`config.mk`:
```
export PLATFORM = sky130hd
export DESIGN_NAME = base64_encoder_line_wrap_top
export DESIGN_NICKNAME = d
export VERILOG_FILES = /design/src/hw/rtl/b64lw_pkg.sv /design/src/hw/rtl/b64lw_group.sv /design/src/hw/rtl/b64lw_serial.sv /design/src/hw/rtl/base64_encoder_line_wrap_top.sv
export SDC_FILE = /design/constraint.sdc
export NUM_CORES = 1
export LEC_CHECK = 0
export BUFFER_PORTS_ARGS = -buffer_cell sky130_fd_sc_hd__buf_2
export CORE_MARGIN = 10
export CORE_UTILIZATION = 67
export CTS_BUF_LIST = sky130_fd_sc_hd__clkbuf_16
export CTS_CLUSTER_DIAMETER = 150
export CTS_CLUSTER_SIZE = 20
export DETAILED_ROUTE_END_ITERATION = 6
export PLACE_DENSITY = 0.92
export SLEW_MARGIN = 20
export SYNTH_ARGS = -nofsm -noshare
export SYNTH_HDL_FRONTEND = slang
export SYNTH_SLANG_ARGS = --single-unit
```
`constraint.sdc`:
```
create_clock -name clk_i -period 8.7 [get_ports clk_i]
set_clock_uncertainty 0.15 [all_clocks]
set_input_delay 0.87 -clock clk_i [delete_from_list [all_inputs] [get_ports clk_i]]
set_output_delay 0.87 -clock clk_i [all_outputs]
set_load 0.05 [all_outputs]
```
`src/hw/rtl/b64lw_pkg.sv`:
```
// Package for the Base64 encoder with line wrapping.
// Holds the group record type, the character constants and the alphabet lookup.
// No dependencies.
package b64lw_pkg;

  localparam int unsigned CharW   = 8;
  localparam int unsigned CfgIdxW = 2;
  localparam int unsigned CfgDataW = 8;

  // Register indexes of the configuration port
  localparam logic [CfgIdxW-1:0] CfgUrlAlphabet = 2'd0;
  localparam logic [CfgIdxW-1:0] CfgLineLength  = 2'd1;

  localparam logic [CharW-1:0] PadChar     = 8'h3D;
  localparam logic [CharW-1:0] NewlineChar = 8'h0A;
  localparam logic [7:0]       LineLenRst  = 8'd76;

  // One completed group of four characters waiting to be sent
  typedef struct packed {
    logic                      valid;
    logic                      last;
    logic [3:0][CharW-1:0]     chars;
  } grp_rec_t;

  // Map a six-bit value onto the standard or URL-safe alphabet
  function automatic logic [CharW-1:0] b64_char(input logic [5:0] v, input logic url);
    logic [CharW-1:0] c;
    if (v < 6'd26) begin
      c = 8'h41 + {2'b00, v};
    end else if (v < 6'd52) begin
      c = 8'h61 + {2'b00, v} - 8'd26;
    end else if (v < 6'd62) begin
      c = 8'h30 + {2'b00, v} - 8'd52;
    end else if (v == 6'd62) begin
      c = url ? 8'h2D : 8'h2B;
    end else begin
      c = url ? 8'h5F : 8'h2F;
    end
    return c;
  endfunction

endpackage

```
`src/hw/rtl/b64lw_group.sv`:
```
// Byte gathering stage: collects up to three bytes and codes a group.
// Depends on b64lw_pkg.
module b64lw_group import b64lw_pkg::*; (
  input  logic             clk_i,
  input  logic             rst_ni,
  input  logic             url_i,
  input  logic             in_valid_i,
  output logic             in_ready_o,
  input  logic [7:0]       in_byte_i,
  input  logic             in_last_i,
  output grp_rec_t         rec_o,
  input  logic             rec_pop_i
);

  logic [15:0] held_q, held_d;
  logic [1:0]  fill_q, fill_d;
  grp_rec_t    rec_q, rec_d;

  logic [1:0]  fill;
  logic [1:0]  nbytes_m1;
  logic [15:0] held_nx;
  logic [23:0] val;
  logic        accept, complete;

  assign in_ready_o = !rec_q.valid || rec_pop_i;
  assign accept     = in_valid_i && in_ready_o;

  // Gather bytes and build the 24-bit group word
  always_comb begin
    fill      = (fill_q == 2'd3) ? 2'd2 : fill_q;
    nbytes_m1 = fill;
    case (fill)
      2'd0:    held_nx = {in_byte_i, 8'h00};
      2'd1:    held_nx = {held_q[15:8], in_byte_i};
      default: held_nx = held_q;
    endcase
    complete = (nbytes_m1 == 2'd2) || in_last_i;
    val = {held_nx, 8'h00};
    if (nbytes_m1 == 2'd2) begin
      val[7:0] = in_byte_i;
    end
    if (nbytes_m1 == 2'd0) begin
      val[15:0] = 16'h0000;
    end
  end

  // State and record register update
  always_comb begin
    held_d = held_q;
    fill_d = fill_q;
    rec_d  = rec_q;
    if (rec_pop_i) begin
      rec_d.valid = 1'b0;
    end
    if (accept) begin
      if (complete) begin
        held_d         = 16'h0000;
        fill_d         = 2'd0;
        rec_d.valid    = 1'b1;
        rec_d.last     = in_last_i;
        rec_d.chars[0] = b64_char(val[23:18], url_i);
        rec_d.chars[1] = b64_char(val[17:12], url_i);
        rec_d.chars[2] = (nbytes_m1 != 2'd0) ? b64_char(val[11:6], url_i) : PadChar;
        rec_d.chars[3] = (nbytes_m1 == 2'd2) ? b64_char(val[5:0], url_i) : PadChar;
      end else begin
        held_d = held_nx;
        fill_d = nbytes_m1 + 2'd1;
      end
    end
  end

  always_ff @(posedge clk_i or negedge rst_ni) begin
    if (!rst_ni) begin
      held_q <= '0;
      fill_q <= '0;
      rec_q  <= '0;
    end else begin
      held_q <= held_d;
      fill_q <= fill_d;
      rec_q  <= rec_d;
    end
  end

  assign rec_o = rec_q;

endmodule

```
`src/hw/rtl/b64lw_serial.sv`:
```
// Character serialiser: one character per cycle while output is ready, adds line breaks.
// Depends on b64lw_pkg.
module b64lw_serial import b64lw_pkg::*; (
  input  logic             clk_i,
  input  logic             rst_ni,
  input  logic [7:0]       line_length_i,
  input  grp_rec_t         rec_i,
  output logic             rec_pop_o,
  output logic             out_valid_o,
  input  logic             out_ready_i,
  output logic [CharW-1:0] out_char_o,
  output logic             out_last_o
);

  localparam logic [1:0] StChar  = 2'd0;
  localparam logic [1:0] StNl    = 2'd1;
  localparam logic [1:0] StClose = 2'd2;

  logic [1:0]       state_q, state_d;
  logic [1:0]       idx_q, idx_d;
  logic [7:0]       line_fill_q, line_fill_d;
  logic             out_valid_q, out_valid_d;
  logic [CharW-1:0] out_char_q, out_char_d;
  logic             out_last_q, out_last_d;

  logic       load;
  logic [8:0] limit, cnt_nx;

  assign load   = (!out_valid_q || out_ready_i) && rec_i.valid;
  assign limit  = (line_length_i == 8'd0) ? 9'd256 : {1'b0, line_length_i};
  assign cnt_nx = {1'b0, line_fill_q} + 9'd1;

  // Sequencer over the four characters of a group
  always_comb begin
    state_d     = state_q;
    idx_d       = idx_q;
    line_fill_d = line_fill_q;
    out_char_d  = out_char_q;
    out_last_d  = out_last_q;
    out_valid_d = out_valid_q && !out_ready_i;
    rec_pop_o   = 1'b0;
    if (load) begin
      out_valid_d = 1'b1;
      out_last_d  = 1'b0;
      unique case (state_q)
        StChar: begin
          out_char_d = rec_i.chars[idx_q];
          if (cnt_nx >= limit) begin
            line_fill_d = 8'd0;
            state_d     = StNl;
          end else begin
            line_fill_d = cnt_nx[7:0];
            if (idx_q == 2'd3) begin
              if (rec_i.last) begin
                state_d = StClose;
              end else begin
                out_last_d = 1'b1;
                rec_pop_o  = 1'b1;
                idx_d      = 2'd0;
              end
            end else begin
              idx_d = idx_q + 2'd1;
            end
          end
        end
        StNl: begin
          out_char_d = NewlineChar;
          state_d    = StChar;
          if (idx_q == 2'd3) begin
            out_last_d = 1'b1;
            rec_pop_o  = 1'b1;
            idx_d      = 2'd0;
          end else begin
            idx_d = idx_q + 2'd1;
          end
        end
        StClose: begin
          out_char_d  = NewlineChar;
          line_fill_d = 8'd0;
          out_last_d  = 1'b1;
          rec_pop_o   = 1'b1;
          idx_d       = 2'd0;
          state_d     = StChar;
        end
        default: begin
          state_d = StChar;
          idx_d   = 2'd0;
        end
      endcase
    end
  end

  always_ff @(posedge clk_i or negedge rst_ni) begin
    if (!rst_ni) begin
      state_q     <= StChar;
      idx_q       <= '0;
      line_fill_q <= '0;
      out_valid_q <= 1'b0;
    end else begin
      state_q     <= state_d;
      idx_q       <= idx_d;
      line_fill_q <= line_fill_d;
      out_valid_q <= out_valid_d;
    end
  end

  always_ff @(posedge clk_i) begin
    out_char_q <= out_char_d;
    out_last_q <= out_last_d;
  end

  assign out_valid_o = out_valid_q;
  assign out_char_o  = out_char_q;
  assign out_last_o  = out_last_q;

`ifndef SYNTHESIS
  // A group is released only with the transfer that closes it
  a_pop_marks_last: assert property (@(posedge clk_i) disable iff (!rst_ni)
    rec_pop_o |-> (load && out_last_d))
    else $error("group released without last character");

  // A pending line break always follows a counter restart
  a_nl_fill_zero: assert property (@(posedge clk_i) disable iff (!rst_ni)
    (state_q == StNl) |-> (line_fill_q == 8'd0))
    else $error("line break pending with non-empty line");

  // Closing newline only after the fourth character of a final group on a busy line
  a_close_cond: assert property (@(posedge clk_i) disable iff (!rst_ni)
    (state_q == StClose) |-> (rec_i.valid && rec_i.last && idx_q == 2'd3 &&
                              line_fill_q != 8'd0))
    else $error("closing newline in wrong context");

  // Index moves only when a character is loaded
  a_idx_moves_on_load: assert property (@(posedge clk_i) disable iff (!rst_ni)
    !load |=> $stable(idx_q))
    else $error("character index changed without a load");
`endif

endmodule

```
`src/hw/rtl/base64_encoder_line_wrap_top.sv`:
```
// Base64 encoder with line wrapping: one raw byte in, ASCII characters out.
// A byte that completes a group (third byte, or flagged last) is coded
// combinationally into four characters and registered in the group record;
// the serialiser then sends one character per cycle while the output is
// ready, inserting a newline wherever a line fills and a closing newline
// after a final group on a non-empty line. The input takes a byte every cycle
// while the single group record is free; the record frees only when the
// group's final character, its fourth or a newline after it, is loaded, so no
// byte is taken while a group is being sent. Configuration writes are always
// accepted and take effect as soon as they are registered, also on a group
// already begun; write them only while the block is idle.
// Depends on b64lw_pkg, b64lw_group and b64lw_serial.
module base64_encoder_line_wrap_top import b64lw_pkg::*; (
  input  logic                clk_i,
  input  logic                rst_ni,
  // Input byte stream
  input  logic                s_axis_tvalid,
  output logic                s_axis_tready,
  input  logic [7:0]          s_axis_tdata,   // [7:0] data_byte
  input  logic                s_axis_tlast,   // last_byte
  // Output character stream
  output logic                m_axis_tvalid,
  input  logic                m_axis_tready,
  output logic [7:0]          m_axis_tdata,   // [7:0] out_char
  output logic                m_axis_tlast,   // last_char
  // Configuration write channel
  input  logic                cfg_valid_i,
  output logic                cfg_ready_o,
  input  logic [CfgIdxW-1:0]  cfg_index_i,
  input  logic [CfgDataW-1:0] cfg_data_i
);

  logic       url_q, url_d;
  logic [7:0] line_len_q, line_len_d;
  grp_rec_t   rec;
  logic       rec_pop;

  // Configuration registers
  assign cfg_ready_o = 1'b1;

  always_comb begin
    url_d      = url_q;
    line_len_d = line_len_q;
    if (cfg_valid_i) begin
      unique case (cfg_index_i)
        CfgUrlAlphabet: url_d      = cfg_data_i[0];
        CfgLineLength:  line_len_d = cfg_data_i[7:0];
        default: ;
      endcase
    end
  end

  always_ff @(posedge clk_i or negedge rst_ni) begin
    if (!rst_ni) begin
      url_q      <= 1'b0;
      line_len_q <= LineLenRst;
    end else begin
      url_q      <= url_d;
      line_len_q <= line_len_d;
    end
  end

  b64lw_group u_group (
    .clk_i      (clk_i),
    .rst_ni     (rst_ni),
    .url_i      (url_q),
    .in_valid_i (s_axis_tvalid),
    .in_ready_o (s_axis_tready),
    .in_byte_i  (s_axis_tdata),
    .in_last_i  (s_axis_tlast),
    .rec_o      (rec),
    .rec_pop_i  (rec_pop)
  );

  b64lw_serial u_serial (
    .clk_i         (clk_i),
    .rst_ni        (rst_ni),
    .line_length_i (line_len_q),
    .rec_i         (rec),
    .rec_pop_o     (rec_pop),
    .out_valid_o   (m_axis_tvalid),
    .out_ready_i   (m_axis_tready),
    .out_char_o    (m_axis_tdata),
    .out_last_o    (m_axis_tlast)
  );

endmodule

```
-- Yosys cells after proc, flatten, opt, wreduce, memory -nomap -nowiden
Cells that the tools add are included.
- register bits after elaboration: 83
- bits of input ports: 24
- output and inout port bits: 12
- logic and storage cells: 143
- add/sub/neg operators: 23
- $lt $le $gt $ge: 14
- equal/unequal tests: 15
- muxes and demuxes: 51
- reductions and logical operators: 24
- operators by type and width (kind ; count):
    $mux W8 ; 21
    $mux W34 ; 2
    $add A7 B6 Y8 const A ; 8
    $lt A6 B6 Y1 const B ; 8
    $mux W16 ; 2
    $pmux W16 S2 ; 1
    $pmux W8 S2 ; 2
    $sub A8 B5 Y8 const B ; 4
    $sub A8 B6 Y8 const B ; 4
    $add A6 B6 Y7 const A ; 4
    $eq A6 B6 Y1 const B ; 4
    $lt A6 B5 Y1 const B ; 4
    $mux W2 ; 10
    $bmux W8 S2 ; 1
    $reduce_and A2 Y1 ; 5
    $add A8 B1 Y9 const B ; 1
    $ge A9 B9 Y1 ; 1
    $mux W9 ; 1
    $eq A2 B2 Y1 const B ; 4
    $logic_not A8 Y1 ; 1
    $mux W1 ; 7
    $mux W7 ; 1
    $eq A2 B1 Y1 const B ; 3
    $logic_not A2 Y1 ; 3
    15 further kinds ; 25

-- Longest topological paths before layout
- depth in word-level cells: 13
- depth in mapped cells: 14
- mapped depth without buffers: 11

-- Hierarchy
A second synthesis with hierarchy kept.
- cells, all modules: 648
- area, all modules: 5913.2 um^2
- by module, submodules not included (module ; instances ; cells an instance ; area each (um^2) ; seq. area each (um^2)):
    b64lw_group ; 1 ; 468 ; 3920.0 ; 1301.2
    b64lw_serial ; 1 ; 158 ; 1624.1 ; 595.6
    base64_encoder_line_wrap_top ; 1 ; 22 ; 369.1 ; 229.0

-- Least setup slack after synthesis
Ideal clock, no wire load.
- path type: register to output
- start point: register u_serial.line_fill_q[0]
- end point: output port s_axis_tready
- data arrival time: 2809 ps
- required time: 7680 ps
- path slack: 4871 ps
- cell stages (with the launch flop): 11
- path buffers: 0
- path through: dfrtp_1 -> ha_1 -> nand3_1 -> nor2_1 -> and3_1 -> ha_1 -> a21oi_1 -> o21ai_0 -> a211oi_2 -> a31oi_2 -> nor2_1
- cells in the longest elaborated chain, start to end: 6
- RTL lines (item ; line ; source):
    from (decl) ; b64lw_serial.sv:21 ; logic [7:0] line_fill_q, line_fill_d;
    from (signal assigned) ; b64lw_serial.sv:102 ; line_fill_q <= line_fill_d;
    $add A8 B1 Y9 ; b64lw_serial.sv:31 ; assign cnt_nx = {1'b0, line_fill_q} + 9'd1;
    $ge A9 B9 Y1 ; b64lw_serial.sv:48 ; if (cnt_nx >= limit) begin
    $mux W1 ; b64lw_serial.sv:48 ;
    $pmux W1 S3 ; b64lw_serial.sv:45 ; unique case (state_q)
    $mux W1 ; b64lw_serial.sv:42 ; if (load) begin
    $logic_or A1 B1 Y1 ; b64lw_group.sv:25 ; assign in_ready_o = !rec_q.valid || rec_pop_i;
    to (decl) ; base64_encoder_line_wrap_top.sv:18 ; output logic s_axis_tready,
No other way between the ends.

-- Worst setup path after layout
Ends and elaborated chain as after synthesis.

==> impl_metrics.py <==
metrics = {
    "sta": {
        "period_needed_ns": 4.927,
        "tns_ns": 0,
        "slew_headroom_pct": 28.08,
        "tightestPinTransition_ns": 1.079,
        "setup_viol": 0,
        "fin_crit_sh_pct": 56.63,
        "slew_violations": 0,
        "hold_viol": 0,
        "rsz0062_at_grt": "no",
        "timing.fmax_mhz": 203.0,
    },
    "yosys": {
        "ys_seq_area_share_pct": 31.81,
        "synth_nets": 787,
        "async_flop_share_pct": 89.16,
        "ys.flop_type": "dfrtp_1",
        "syn_avg_cell_area_um2": 9.412,
        "synth_compound_area_share_pct": 19.43,
        "ys_ff_latch": 83,
        "syn_inst": 710,
        "synthXorXnorAreaFrac_pct": 3.670,
        "yosys-mux-area-fraction_pct": 11.05,
        "synth_edf_count": 9,
        "ys_types": 88,
        "synth-adder-area-share_pct": 9.923,
        "synth-simple-area-share_pct": 18.12,
        "syn_area_um2": 6683,
        "synth_top_family_by_area": "compound AO/OA/AOI/OAI gates",
        "ys_warn_count": 0,
    },
    "routing": {
        "routed_wirelength_um": 17710,
        "drt_iter0_drc": 637,
        "vias": 5832,
        "viasPerCell": 6.813,
        "drcViolationCount": 0,
        "drtAntennaViolNets": 0,
        "routedWlPerCell_um": 20.68,
        "first_pass_iters": 5,
    },
    "worst_hold_path": {
        "min_path_type": "input pin to asynchronous set/reset pin",
    },
    "clocking": {
        "cts_max_level": 3,
        "post_cts_buffers": 0,
        "clk_latency_ns": 0.34,
        "clockBufferDepth": 2,
        "clockRootBuffer": "clkbuf_16",
        "clk_pin_slew_ns": 0.07,
        "cts_tree": "built",
        "cts_resized": 0,
        "cts_hold_buffers": 0,
        "cts_sinks": 83,
        "numCtsBuffers": 9,
    },
    "power": {
        "vdd_ir_drop_max_uv": 193.8,
        "power_density_nw_per_um2": 322.3,
        "p_leak_nw": 3.200,
    },
    "setup_path": {
        "cp_slowest_cell": "a211oi_2",
        "critical_path_class": "flip-flop to primary output",
        "worst-path-buf-inv": 1,
        "path_max_fanout": 14,
        "end_kind": "primary output",
        "cp_top_family": "compound AO/OA/AOI/OAI gates",
        "crit_chain": "ha_1, nand3_1, nor2_1, xor2_1, ha_1, a21oi_1, o21ai_0, a211oi_2, a31oi_2, nor2_1, buf_2",
        "cp.arrival_ns": 3.91,
        "slowest_delay_ns": 0.80,
        "cp.required_ns": 7.68,
        "cp-start-kind": "flip-flop",
    },
    "placed_design": {
        "globalplace.congestion": 0.9404,
        "port_buffers": 34,
        "hpwl_um": 12900,
    },
    "layout": {
        "fin_util_pct": 73.33,
        "area_delta_synth_final_pct": 6.759,
        "layout.nets": 795,
        "final_cell_mix": "71 x dfrtp_1, 59 x nand2_1, 53 x ha_1, 42 x mux2_2",
        "layout-drive-gt1-share_pct": 19.36,
        "antenna_cells": 0,
        "final_common_cell": "dfrtp_1",
    },
    "global_route": {
        "grt_use_total_pct": 24.54,
        "grt_max_degree": 54,
        "grt_pass1_vias": 5575,
        "antenna_found_initial": 0,
        "grt_overflow": 0,
        "grt_first_pass_wirelength_um": 28860,
    },
    "die": {
        "dieArea_um2": 14370,
        "core_area_um2": 9729,
        "dieWidth_um": 119.9,
        "start_util_pct": 68.69,
        "num_rows": 36,
        "die_h_um": 119.9,
        "ios": 36,
    },
    "status": {
        "status": "completed",
    },
    "flow_run": {
        "drv_cap": 0,
    },
}
-- flip-flops by register name, summed over array words and instances, names as in the netlist --
signal	cells
line_len_q	8
u_group.fill_q	2
u_group.held_q	16
u_group.rec_o	34
u_serial.idx_q	2
u_serial.line_fill_q	8
u_serial.out_char_o	8
u_serial.out_last_o	1
u_serial.out_valid_o	1
u_serial.state_q	2
url_q	1
-- Yosys cell counts, types with 5 or more instances --
cell       n  share of area [%]
a211oi_1  13                1.5
a21o_1     7               0.79
a21oi_1   36                2.7
a22oi_1    5               0.56
a31o_2     5               0.66
a31oi_1    5               0.47
a32o_1    10                1.5
and3_1    19                1.8
buf_2      8               0.60
buf_4      7               0.79
buf_6      7                1.2
clkbuf_1  15               0.84
dfrtp_1   71                 27
edfxtp_1   9                4.0
ha_1      53                9.9
inv_1     41                2.3
mux2_2    42                7.1
mux4_2     8                2.7
nand2_1   59                3.3
nand2b_1  13                1.2
nand3_1   23                1.7
nand4_1    9               0.84
nor2_1    41                2.3
nor2b_1   13                1.2
nor3_1     7               0.52
nor4_1     6               0.56
o211ai_1   6               0.67
o21a_1     9                1.0
o21ai_0   22                1.6
o22ai_1    5               0.47
o31a_1     5               0.66
o31ai_1   11                1.2
or2_2      6               0.56
or3_1      6               0.56
xnor2_1   21                2.8
xor2_1     7               0.92
-- cells by family (layout without fill, tap and decap cells) --
kind of cell,Yosys count,count (layout)
mux,57,57
xor+xnor,28,28
fa+ha+maj,53,53
other cells,1,1
flops,83,83
compound gates,179,179
buf+inv,82,95
simple gates,227,227
-- final timing paths --
kind,from,to,slack (ns),cells past startpoint
min,rst_ni,line_len_q[5]$_DFFE_PN0P_,0.35,1
min reg2reg,u_group.rec_o[22]$_DFFE_PN0P_,u_group.rec_o[22]$_DFFE_PN0P_,0.35,1
max in group asynchronous,rst_ni,u_group.rec_o[14]$_DFFE_PN0P_,6.97,2
max reg2reg,u_serial.line_fill_q[0]$_DFFE_PN0P_,u_group.rec_o[7]$_DFFE_PN0P_,4.04,11
max,u_serial.line_fill_q[0]$_DFFE_PN0P_,s_axis_tready,3.77,11
min in group clk_i,u_group.rec_o[22]$_DFFE_PN0P_,u_group.rec_o[22]$_DFFE_PN0P_,0.35,1
-- per-layer routing --
metal	global-route usage, %	routed length, um	vias to the layer above
li1	-	-	2638
met2	41.06	8650	310
met1	30.94	7077	2827
met5	0	0	-
met3	4.970	1438	57
met4	8.446	538	0
-- power by group --
group / internal (W) / total (W) / leakage [nW] / switching [W]
Clock: 0.000256 / 0.000426 / 0.159 / 0.000169
Combinational: 0.000472 / 0.00120 / 2.02 / 0.000727
Sequential: 0.000539 / 0.000674 / 1.02 / 0.000135
Total: 0.00127 / 0.00230 / 3.20 / 0.00103
-- layout make-up --
| cell class | instances | area [um^2] |
|---|---|---|
| Fill cell | 696 | 2595 |
| Sequential cell | 83 | 2126 |
| Multi-Input combinational cell | 545 | 4160 |
| Timing Repair Buffer | 36 | 185.2 |
| Inverter | 43 | 161.4 |
| Clock inverter | 7 | 110.1 |
| Tap cell | 133 | 166.4 |
| Clock buffer | 9 | 225.2 |
-- per-stage QoR --
step	instances	setup slack, ns	hold slack, ns	instance area, um^2	power [W]
detailed placement	840	4.191	0.3247	6799	0.001846
finish	856	3.773	0.3476	7134	0.002299
global placement	840	4.530	0.3258	6799	0.001799
CTS	856	3.857	0.3431	7134	0.002281
floorplan	710	4.871	0.3009	6683	0.001594
global route	856	3.521	0.3635	7134	0.002441
Power figures use the tool's default switching activity.
